<file path="src/hw/rtl/clt_pkg.sv">
package clt_pkg;

  localparam int CoordW = 8;
  localparam int MagW   = 16;
  localparam int CoefAW = 9;
  localparam int CoefCW = 17;
  localparam int GcdW   = 8;

  typedef struct packed {
    logic [MagW-1:0] diff;
    logic            borrow;
  } sub_res_t;

  typedef enum logic [5:0] {
    S_IDLE = 6'b000001,
    S_MUL1 = 6'b000010,
    S_MUL2 = 6'b000100,
    S_GCD  = 6'b001000,
    S_DIV  = 6'b010000,
    S_DONE = 6'b100000
  } state_e;

  typedef enum logic [1:0] {
    DIV_A = 2'd0,
    DIV_B = 2'd1,
    DIV_C = 2'd2
  } div_sel_e;

endpackage

</file>
<file path="src/hw/rtl/canonical_line_through_two_points.sv">
// Canonical line through two grid points.
// Input: raise start with the four coordinates while busy is low; the item
// is taken at that edge. Coordinates wrap modulo GRID_SIZE.
// Output: valid_o is high for exactly one cycle with coef_a_o, coef_b_o,
// coef_c_o and degenerate_o. The receiver cannot stall; the result must be
// captured in that cycle.
// Timing: coinciding points put the degenerate result on the outputs in the
// cycle right after the accept edge, and busy stays low, so such items can
// follow every cycle. Otherwise busy is high until the result cycle, through
// S_MUL1, S_MUL2, the shift, swap and subtract steps of both gcd passes,
// the division steps and S_DONE. The next item can be taken at the edge that
// ends the result cycle. The work is done by one shared 16-bit subtractor:
// binary gcd of |A|,|B|, then of that with |C|, followed by 8 + 8 + 16
// restoring division steps. Two 8x8 products, in S_MUL1 and S_MUL2, form C
// before the gcd loop.
// Reset: asynchronous, clears the sequencer and the strobe; no pending
// item survives reset.
module canonical_line_through_two_points import clt_pkg::*; #(
  parameter int GRID_SIZE = 256
) (
  input  logic                     clk_i,
  input  logic                     rst_ni,
  input  logic                     start,
  input  logic [CoordW-1:0]        first_x_i,
  input  logic [CoordW-1:0]        first_y_i,
  input  logic [CoordW-1:0]        second_x_i,
  input  logic [CoordW-1:0]        second_y_i,
  output logic                     busy,
  output logic                     valid_o,
  output logic signed [CoefAW-1:0] coef_a_o,
  output logic signed [CoefAW-1:0] coef_b_o,
  output logic signed [CoefCW-1:0] coef_c_o,
  output logic                     degenerate_o
);

  localparam int NumCodes = 2 ** CoordW;

  typedef logic [NumCodes-1:0][CoordW-1:0] wrap_lut_t;

  function automatic wrap_lut_t build_wrap_lut();
    wrap_lut_t lut;
    for (int i = 0; i < NumCodes; i++) begin
      lut[i] = CoordW'(i % GRID_SIZE);
    end
    return lut;
  endfunction

  localparam wrap_lut_t WrapLut = build_wrap_lut();

  state_e state_q, state_d;
  logic   valid_q;

  logic [CoordW-1:0] wpx, wpy, wqx, wqy;
  logic              accept, degen_in;

  logic [CoordW-1:0]        px_q, py_q, qx_q, qy_q;
  logic signed [CoefAW-1:0] a_q, b_q;
  logic signed [CoefCW-1:0] c_q;
  logic [MagW-1:0]          prod_q, prod2;

  logic [MagW-1:0]   u_q, v_q, gval;
  logic [3:0]        k_q;
  logic              phase_q;
  logic [GcdW-1:0]   g_q;
  div_sel_e          sel_q;
  logic [3:0]        cnt_q;
  logic [MagW-1:0]   dv_q, quo_q, quo_next;
  logic [GcdW-1:0]   rem_q, qa_q, qb_q;
  logic [GcdW:0]     trial;

  logic [CoefAW-1:0] neg_a, neg_b;
  logic [CoefCW-1:0] neg_c;
  logic [GcdW-1:0]   mag_a, mag_b;
  logic [MagW-1:0]   mag_c;

  logic              flip, out_a_neg, out_b_neg, out_c_neg;
  logic [CoefAW-1:0] out_a, out_b;
  logic [CoefCW-1:0] out_c;

  logic [MagW-1:0] op_a, op_b;
  sub_res_t        sub_res;

  logic signed [CoefAW-1:0] coef_a_q, coef_b_q;
  logic signed [CoefCW-1:0] coef_c_q;
  logic                     degenerate_q;

  clt_sub u_sub (
    .op_a_i (op_a),
    .op_b_i (op_b),
    .res_o  (sub_res)
  );

  assign wpx = WrapLut[first_x_i];
  assign wpy = WrapLut[first_y_i];
  assign wqx = WrapLut[second_x_i];
  assign wqy = WrapLut[second_y_i];

  assign busy     = (state_q != S_IDLE);
  assign accept   = start && !busy;
  assign degen_in = (wpx == wqx) && (wpy == wqy);

  assign neg_a = -a_q;
  assign neg_b = -b_q;
  assign neg_c = -c_q;
  assign mag_a = a_q[CoefAW-1] ? neg_a[GcdW-1:0] : a_q[GcdW-1:0];
  assign mag_b = b_q[CoefAW-1] ? neg_b[GcdW-1:0] : b_q[GcdW-1:0];
  assign mag_c = c_q[CoefCW-1] ? neg_c[MagW-1:0] : c_q[MagW-1:0];

  assign prod2 = qx_q * py_q;
  assign gval  = (u_q | v_q) << k_q;

  assign trial    = {rem_q, dv_q[MagW-1]};
  assign quo_next = {quo_q[MagW-2:0], ~sub_res.borrow};

  always_comb begin
    unique case (state_q)
      S_GCD: begin
        op_a = u_q;
        op_b = v_q;
      end
      S_DIV: begin
        op_a = MagW'(trial);
        op_b = MagW'(g_q);
      end
      default: begin
        op_a = '0;
        op_b = '0;
      end
    endcase
  end

  // canonical sign: A positive, or A zero and B positive
  assign flip      = a_q[CoefAW-1] || ((a_q == '0) && b_q[CoefAW-1]);
  assign out_a_neg = a_q[CoefAW-1] ^ flip;
  assign out_b_neg = b_q[CoefAW-1] ^ flip;
  assign out_c_neg = c_q[CoefCW-1] ^ flip;
  assign out_a     = CoefAW'(qa_q);
  assign out_b     = CoefAW'(qb_q);
  assign out_c     = CoefCW'(quo_q);

  always_comb begin
    state_d = state_q;
    unique case (state_q)
      S_IDLE: begin
        if (accept && !degen_in) state_d = S_MUL1;
      end
      S_MUL1: state_d = S_MUL2;
      S_MUL2: state_d = S_GCD;
      S_GCD: begin
        if (((u_q == '0) || (v_q == '0)) && phase_q) state_d = S_DIV;
      end
      S_DIV: begin
        if ((cnt_q == '0) && (sel_q == DIV_C)) state_d = S_DONE;
      end
      S_DONE: state_d = S_IDLE;
      default: state_d = S_IDLE;
    endcase
  end

  always_ff @(posedge clk_i or negedge rst_ni) begin
    if (!rst_ni) begin
      state_q <= S_IDLE;
      valid_q <= 1'b0;
    end else begin
      state_q <= state_d;
      valid_q <= (accept && degen_in) || (state_q == S_DONE);
    end
  end

  always_ff @(posedge clk_i) begin
    unique case (state_q)
      S_IDLE: begin
        if (accept) begin
          px_q <= wpx;
          py_q <= wpy;
          qx_q <= wqx;
          qy_q <= wqy;
          a_q  <= CoefAW'(wqy) - CoefAW'(wpy);
          b_q  <= CoefAW'(wpx) - CoefAW'(wqx);
          if (degen_in) begin
            coef_a_q     <= '0;
            coef_b_q     <= '0;
            coef_c_q     <= '0;
            degenerate_q <= 1'b1;
          end
        end
      end
      S_MUL1: begin
        prod_q <= qy_q * px_q;
      end
      S_MUL2: begin
        // C = -(A*px + B*py) = qx*py - qy*px
        c_q     <= CoefCW'(prod2) - CoefCW'(prod_q);
        u_q     <= MagW'(mag_a);
        v_q     <= MagW'(mag_b);
        k_q     <= '0;
        phase_q <= 1'b0;
      end
      S_GCD: begin
        if ((u_q == '0) || (v_q == '0)) begin
          if (!phase_q) begin
            u_q     <= gval;
            v_q     <= mag_c;
            k_q     <= '0;
            phase_q <= 1'b1;
          end else begin
            g_q   <= gval[GcdW-1:0];
            sel_q <= DIV_A;
            cnt_q <= 4'(GcdW - 1);
            dv_q  <= {mag_a, {(MagW-GcdW){1'b0}}};
            rem_q <= '0;
            quo_q <= '0;
          end
        end else if (!u_q[0] && !v_q[0]) begin
          u_q <= u_q >> 1;
          v_q <= v_q >> 1;
          k_q <= k_q + 4'd1;
        end else if (!u_q[0]) begin
          u_q <= u_q >> 1;
        end else if (!v_q[0]) begin
          v_q <= v_q >> 1;
        end else if (sub_res.borrow) begin
          // keep u >= v so a stored difference is never negative
          u_q <= v_q;
          v_q <= u_q;
        end else begin
          u_q <= sub_res.diff >> 1;
        end
      end
      S_DIV: begin
        if (cnt_q != '0) begin
          rem_q <= sub_res.borrow ? trial[GcdW-1:0] : sub_res.diff[GcdW-1:0];
          quo_q <= quo_next;
          dv_q  <= dv_q << 1;
          cnt_q <= cnt_q - 4'd1;
        end else begin
          case (sel_q)
            DIV_A: begin
              qa_q  <= quo_next[GcdW-1:0];
              sel_q <= DIV_B;
              cnt_q <= 4'(GcdW - 1);
              dv_q  <= {mag_b, {(MagW-GcdW){1'b0}}};
              rem_q <= '0;
              quo_q <= '0;
            end
            DIV_B: begin
              qb_q  <= quo_next[GcdW-1:0];
              sel_q <= DIV_C;
              cnt_q <= 4'(MagW - 1);
              dv_q  <= mag_c;
              rem_q <= '0;
              quo_q <= '0;
            end
            default: begin
              quo_q <= quo_next;
            end
          endcase
        end
      end
      S_DONE: begin
        coef_a_q     <= out_a_neg ? -out_a : out_a;
        coef_b_q     <= out_b_neg ? -out_b : out_b;
        coef_c_q     <= out_c_neg ? -out_c : out_c;
        degenerate_q <= 1'b0;
      end
      default: begin
      end
    endcase
  end

  assign valid_o      = valid_q;
  assign coef_a_o     = coef_a_q;
  assign coef_b_o     = coef_b_q;
  assign coef_c_o     = coef_c_q;
  assign degenerate_o = degenerate_q;

  a_degen_next: assert property (@(posedge clk_i) disable iff (!rst_ni)
    (accept && degen_in) |=> (valid_o && degenerate_o))
    else $error("coinciding points did not give a degenerate item");

  a_degen_zero: assert property (@(posedge clk_i) disable iff (!rst_ni)
    (valid_o && degenerate_o) |->
      ((coef_a_o == '0) && (coef_b_o == '0) && (coef_c_o == '0)))
    else $error("degenerate item with nonzero coefficients");

  a_canon_sign: assert property (@(posedge clk_i) disable iff (!rst_ni)
    (valid_o && !degenerate_o) |->
      (!coef_a_o[CoefAW-1] &&
       ((coef_a_o != '0) || (!coef_b_o[CoefAW-1] && (coef_b_o != '0)))))
    else $error("result item not in canonical sign");

  a_gcd_nonzero: assert property (@(posedge clk_i) disable iff (!rst_ni)
    (state_q == S_DIV) |-> (g_q != '0))
    else $error("division by zero gcd");

  a_busy_result: assert property (@(posedge clk_i) disable iff (!rst_ni)
    (state_q == S_DONE) |=> (valid_o && !busy))
    else $error("finished item not delivered");

endmodule

</file>
<file path="src/hw/rtl/clt_sub.sv">
module clt_sub import clt_pkg::*; (
  input  logic [MagW-1:0] op_a_i,
  input  logic [MagW-1:0] op_b_i,
  output sub_res_t        res_o
);

  logic [MagW:0] full;

  assign full         = {1'b0, op_a_i} - {1'b0, op_b_i};
  assign res_o.diff   = full[MagW-1:0];
  assign res_o.borrow = full[MagW];

endmodule
</file>
<file path="config.mk">
export PLATFORM = sky130hd
export DESIGN_NAME = canonical_line_through_two_points
export DESIGN_NICKNAME = d
export VERILOG_FILES = /design/src/hw/rtl/clt_pkg.sv /design/src/hw/rtl/canonical_line_through_two_points.sv /design/src/hw/rtl/clt_sub.sv
export SDC_FILE = /design/constraint.sdc
export NUM_CORES = 1
export LEC_CHECK = 0
export BUFFER_PORTS_ARGS = -buffer_cell sky130_fd_sc_hd__buf_2
export CAP_MARGIN = 20
export CORE_ASPECT_RATIO = 1.2
export CORE_UTILIZATION = 50
export CTS_CLUSTER_DIAMETER = 100
export DETAILED_ROUTE_END_ITERATION = 8
export HOLD_SLACK_MARGIN = 0.05
export PLACE_DENSITY_LB_ADDON = 0.05
export SLEW_MARGIN = 20
export SYNTH_ARGS = -nofsm -noshare
export SYNTH_HDL_FRONTEND = slang
export SYNTH_SLANG_ARGS = --single-unit
</file>
<file path="constraint.sdc">
create_clock -name clk_i -period 8.11 [get_ports clk_i]
set_input_delay 1.622 -clock clk_i [delete_from_list [all_inputs] [get_ports clk_i]]
set_output_delay 1.622 -clock clk_i [all_outputs]
set_load 0.02 [all_outputs]
</file>
Yosys cells after proc, flatten, opt, wreduce, memory -nomap -nowiden
Memories as Yosys holds them, arrays and structs flattened.
Index checks and enable logic that the tools add are counted.
{ "classes": {"n_addsub": 12, "mul": 2, "order_cmp": 4, "eq_ne": 27, "shifts": 1, "mux": 72, "n_bitwise": 6, "reduce_logical": 41} }
{ "op_table": {"columns": ["op", "n"], "rows": [
  ["$mux 16", 20],
  ["$pmux 16 s2", 7],
  ["$mux 8", 11],
  ["$mux 17", 3],
  ["$lt 8x9->1 const B", 4],
  ["$mux 9", 4],
  ["$pmux 9 s2", 2],
  ["$pmux 17 s2", 1],
  ["$sub 16x16->17", 2],
  ["$logic_not 16->1", 2],
  ["$mul 8x8->16", 2],
  ["$pmux 6 s5", 1],
  ["$reduce_and 3->1", 9],
  ["$mux 4", 6],
  ["$pmux 4 s2", 3],
  ["$mux 6", 3],
  ["$neg 8->9", 2],
  ["$sub 8x8->9", 2],
  ["$neg 16->17", 1],
  ["$eq 8x8->1", 2],
  ["$ne 2x2->1 const B", 8],
  ["$neg 16->16", 1],
  ["$neg 8->8", 2],
  ["$or 16x16->16", 1],
  ["other kinds (35)", 66]
]} }
{ "word_totals": {"ff_bits": 233, "mem_bits_ro": 8192, "in_bits": 35, "out_inout_bits": 38, "wordCells": 197, "mem_count": 4} }
{ "memory_table": {"columns": ["name", "depth", "width", "rd", "rd_ports_with_merged_regs", "write_ports", "line_no", "text"], "rows": [
  ["(name not given)", 256, 8, 1, 0, 0, "canonical_line_through_two_points.sv:96", "assign wqy = WrapLut[second_y_i];"],
  ["(name not given)", 256, 8, 1, 0, 0, "canonical_line_through_two_points.sv:95", "assign wqx = WrapLut[second_x_i];"],
  ["(name not given)", 256, 8, 1, 0, 0, "canonical_line_through_two_points.sv:94", "assign wpy = WrapLut[first_y_i];"],
  ["(name not given)", 256, 8, 1, 0, 0, "canonical_line_through_two_points.sv:93", "assign wpx = WrapLut[first_x_i];"]
]} }

Longest topological paths before layout
{ "logic_depth": {"ltp_word": 9, "mapped_depth": 17, "ltp_nobuf": 17} }

Hierarchy
Synthesis repeated with hierarchy kept, for this count alone.
{ "hier_totals": {"hier_cells": 1728, "area_unflattened_um2": 17585.6} }
{ "by_module_without_submodules": {"columns": ["module", "instances", "cells_each", "area_each_um2", "seq_area_each_um2"], "rows": [
  ["canonical_line_through_two_points", 1, 1605, 16742.3, 6962.9],
  ["clt_sub", 1, 123, 843.3, 0.0]
]} }

Least setup slack after synthesis
OpenSTA, ideal clock, no wires.
{ "synth_timing": {"path_kind": "input-to-reg", "startpoint": "input first_y_i[6]", "endpoint": "register coef_a_q[0] (netlist: coef_a_o[0]) (enable)", "setup_time_ns": 0.441, "arrival_ns": 4.365, "t_required_ns": 7.669, "slack_ns": 3.304, "stages": 6, "n_path_buf": 0, "cell_sequence": "inv_1 > ha_1 > nand4_1 > nor4_1 > nand2_1 > a21oi_1"} }
{ "synth_between": {"elab_chain_len": 6} }
{ "synth_lines": {"columns": ["item", "line_no", "text"], "rows": [
  ["start: declaration", "canonical_line_through_two_points.sv:25", "input logic [CoordW-1:0] first_y_i,"],
  ["$mem_v2 256x8", null, null],
  ["$mux 8 (implied by the code)", "canonical_line_through_two_points.sv:94", null],
  ["$eq 8x8->1", "canonical_line_through_two_points.sv:100", "assign degen_in = (wpx == wqx) && (wpy == wqy);"],
  ["$logic_and 1x1->1", "canonical_line_through_two_points.sv:100", null],
  ["$ne 2x2->1 (no line)", null, null],
  ["$reduce_and 3->1 (no line)", null, null],
  ["end signal: assignment", "canonical_line_through_two_points.sv:261", "coef_a_q <= out_a_neg ? -out_a : out_a;"],
  ["end: declaration", "canonical_line_through_two_points.sv:83", "logic signed [CoefAW-1:0] coef_a_q, coef_b_q;"]
]} }
Every way passes these cells. The select of a mux whose other input is x is not followed.
A chain may end at the register's enable or synchronous reset.

Worst setup path after layout
{ "layout_timing": {"startpoint": "register py_q[5]", "endpoint": "register c_q[16] (data pin)"} }
{ "layout_between": {"elab_chain_len": 2} }
{ "layout_lines": {"columns": ["item", "line_no", "text"], "rows": [
  ["start: declaration", "canonical_line_through_two_points.sv:56", "logic [CoordW-1:0] px_q, py_q, qx_q, qy_q;"],
  ["start signal: assignment", "canonical_line_through_two_points.sv:175", "py_q <= wpy;"],
  ["$mul 8x8->16", "canonical_line_through_two_points.sv:109", "assign prod2 = qx_q * py_q;"],
  ["$sub 16x16->17", "canonical_line_through_two_points.sv:193", "c_q <= CoefCW'(prod2) - CoefCW'(prod_q);"],
  ["end signal: assignment", "canonical_line_through_two_points.sv:193", null],
  ["end: declaration", "canonical_line_through_two_points.sv:58", "logic signed [CoefCW-1:0] c_q;"]
]} }
Every way passes these cells.

==> impl_results.md <==
- Power Density: ~400 nW/um^2
- Reg2reg setup slack: 3240 ps
- CTS Buf Count: 27
- Most frequent cells in the layout: 226 x edfxtp_1, 184 x inv_1, 147 x nand2_1, 125 x and2_1, 119 x nor2_1
- Fmax: just over 0.2 GHz
- Relative slew slack: about 37%
- Starting Density: between 50% and 60%
- Placed Cells: around 2200
- # DRC: 0
- HP Start: dv_q[6]
- Die area: ~35000 sq um
- R2r worst-path depth: 15
- # port buffers: 72
- Routed vias: about 13000
- Peak VDD IR: slightly below 0.4 mV
- CP most frequent cell: fa_1
- Root Driver: clkbuf_16
- Post-CTS Resized: 0
- RePlAce Congestion: approximately 0.97
- Outcome: finished, final reports clean
- Final setup fails: 0
- Max Fanout on Critical Path: 8
- All-Layer GR Usage: between 20% and 30%
- Commonest non-fill, non-tap cell in the layout: edfxtp_1
- H-tree depth: 1
- Setup TNS: 0 ps
- Die H: around 200 um
- Total gr overflow: 0
- CP endpoint: c_q[16]
- Crit path cell chain: and2_1 -> fa_1 -> fa_1 -> fa_1 -> inv_1 -> fa_1 -> inv_1 -> ha_1 -> a21o_1 -> a21o_1 -> a211oi_1 -> o21ai_0 -> a41o_1 -> a21oi_1 -> xnor2_1
- Type of the tightest min-delay check: flip-flop to flip-flop
- Vias per cell: between 5 and 6
- Vias in the first global route: approximately 13000
- NumNets Final: 2000
- Crit path largest cell delay: 550 ps
- Synth top area share: 39.1%
- CTS Hold Bufs: 0
- RSZ-0062 raised after global routing: no
- Ant. Diodes: 0
- Skew final: between 15 and 20 ps
- Iter 0 DRT Violations: between 700 and 800
- Signal arrival time at the worst endpoint: about 5200 ps
- CP max stage cell: fa_1
- Hold path cells: 2
- Largest net degree at the start of global routing: between 50 and 60
- Worst Max-Slew Pin Slew: 940 ps
- Hold Violations, Final: 0
- Routed len/inst: between 15 and 20 um
- EDFF count, synth: approximately 230
- Multi-input gate area: approximately 9500 sq um
- Startpoint Class: flip-flop
- Cell Rows: 74
- WS Path Type: flip-flop to flip-flop
- Area Growth Syn to Fin: 10.3%
- Clk pin slew, worst setup/hold paths: roughly 60 ps
- Routed WL: about 43000 um
- Max_cap viols: 0
- Period utilisation layout: around 60%
- First-pass GRT wire length: between 60000 and 70000 um
- R2R Path End: c_q[16]
- Critical path endpoint category: flip-flop
- Top cells by area, synth: edfxtp_1 39%, fa_1 10%, ha_1 8.5%
- Worst r2r src: py_q[5]
- Mapped Avg Cell Area: between 10 and 15 sq um
- Worst hold slack: 533 ps
- Final Max Slew Viols: 0
- Leakage power: 7.96 nW
- Post-CTS Setup Repair Bufs: 0
- Async S/R FF share, synth: 3.00%
- CP Launch Point: py_q[5]
- Clock Sinks: 233
- Filler instances: roughly 3000
- Number of synthesized register bits: 233
- Buffers & Inverters on Critical Path: 2
- Mapped Nets: 1938
- Gate Count Post-Synth: about 1700
- Detailed Routing Iterations Pass 1: 5
- Fin crit period: approximately 4900 ps
- Mapped Area: between 15000 and 20000 sq um
- Worst endpoint required time: approximately 8400 ps
- CTS tree: yes
- Fin cells: 2232
- Core ar.: ~34000 sq um
- Post-route antenna net violation count: 0
- Top delay family on crit path: adder cells
- Largest area contributor in the netlist: edfxtp_1
- Initial antenna violation count: 0
- Die width: between 150 and 200 um
- DP HPWL: 33000 um
- Worst skew pair latency: approximately 560 ps
- Top FF cell, synth: edfxtp_1
- Synth warnings: 0
- Share of layout cells above drive strength 1: a little under a tenth
- Register area: between 6000 and 7000 sq um
- Post-synthesis sequential area ratio: approximately two fifths
- Critical path depth: 15
- Synth cell types: 76
- CTS Buffer Depth: 3
- Number of top-level pins: 73
-- metal layers --
metal / share of wire [%] / track usage [%] / wire, um / up-vias
met5: 0 / 0 / 0 / -
met4: 3.7 / 10.2 / 1590 / 0
met3: 4.5 / 2.59 / 1940 / 89
met2: 51 / 43.8 / 21700 / 311
met1: 41 / 30.8 / 17600 / 6045
li1: - / - / - / 6070
-- cell usage after synthesis (4+ instances only) --
cell and number:
edfxtp_1 226, inv_1 184, nand2_1 147, and2_1 126, nor2_1 119, ha_1 118, a21oi_1 101, fa_1 89
o21ai_0 59, xor2_1 50, xnor2_1 47, nor3_1 38, clkbuf_1 37, a211oi_1 33, mux2i_1 26, nor2b_1 25
o31ai_1 19, nor4_1 18, or3_1 17, nand2b_1 14, nand3_1 14, a21o_1 12, a22oi_1 11, o211ai_1 11
o21a_1 10, a22o_1 9, buf_2 9, nand4_1 8, nor3b_1 8, or2_2 8, a221oi_1 7, dfrtp_1 6
o22ai_1 6, and3_1 5, mux4_2 5, a21boi_0 4, a31oi_1 4, nand3b_1 4, o21bai_1 4
-- metrics by stage --
step	util (%)	setup slack, ps	cell area (sq um)	power (mW)
after floorplan	-	3300	17400	5.56
after global placement	53.2	3270	18200	6.63
after detailed placement	53.2	3210	18200	6.68
after CTS	55.9	3200	19100	7.99
after global routing	56.1	2970	19100	8.68
final	56.1	3240	19100	7.88
-- registers in the layout (all words and copies together) (netlist names), 16 cells and up --
signal and cells:
c_q 17, coef_c_o 17, dv_q 16, prod_q 16, quo_q 16, u_q 16
v_q 16
-- power breakdown --
| part | total, mW | internal (mW) | switching, mW |
|---|---|---|---|
| Clock | 1.27 | 0.771 | 0.499 |
| Sequential | 1.92 | 1.75 | 0.168 |
| Combinational | 4.69 | 2.06 | 2.63 |
| Total | 7.88 | 4.58 | 3.30 |
-- area by class of cell --
| cell class | count | area share, % |
|---|---|---|
| Clock buffer | 30 | 3.59 |
| Clock inverter | 17 | 1.22 |
| Inverter | 186 | 3.66 |
| Multi-Input combinational cell | 1224 | 49.7 |
| Sequential cell | 233 | 36.4 |
| Tap cell | 456 | 2.98 |
| Timing Repair Buffer | 86 | 2.52 |
-- how the worst min path moves through the flow --
| stage | slack [ps] | to |
|---|---|---|
| after floorplan | 490 | state_q[2] |
| after global placement | 510 | dv_q[6] |
| after detailed placement | 520 | dv_q[6] |
| after CTS | 540 | dv_q[6] |
| after global routing | 560 | dv_q[5] |
| final | 530 | dv_q[7] |
-- tightest hold or removal path, delay by kind of cell (launching register included) --
| family | cells | cell delay, ps |
|---|---|---|
| AND/OR/NAND/NOR | 1 | 40 |
| flip-flops | 1 | 320 |
| AO/OA/AOI/OAI | 1 | 60 |
-- kinds of logic (layout without fill, tap and decap cells) --
| kind of cell | Yosys count | in the layout | synth area share [%] |
|---|---|---|---|
| xor+xnor | 97 | 97 | 4.89 |
| flops | 233 | 233 | 40.1 |
| compound gates | 324 | 324 | 12.3 |
| buf+inv | 239 | 319 | 5.34 |
| mux | 33 | 33 | 2.28 |
| simple gates | 563 | 563 | 16.4 |
| fa+ha+maj | 207 | 207 | 18.8 |
Note: power is estimated with default switching activity, not from simulation.
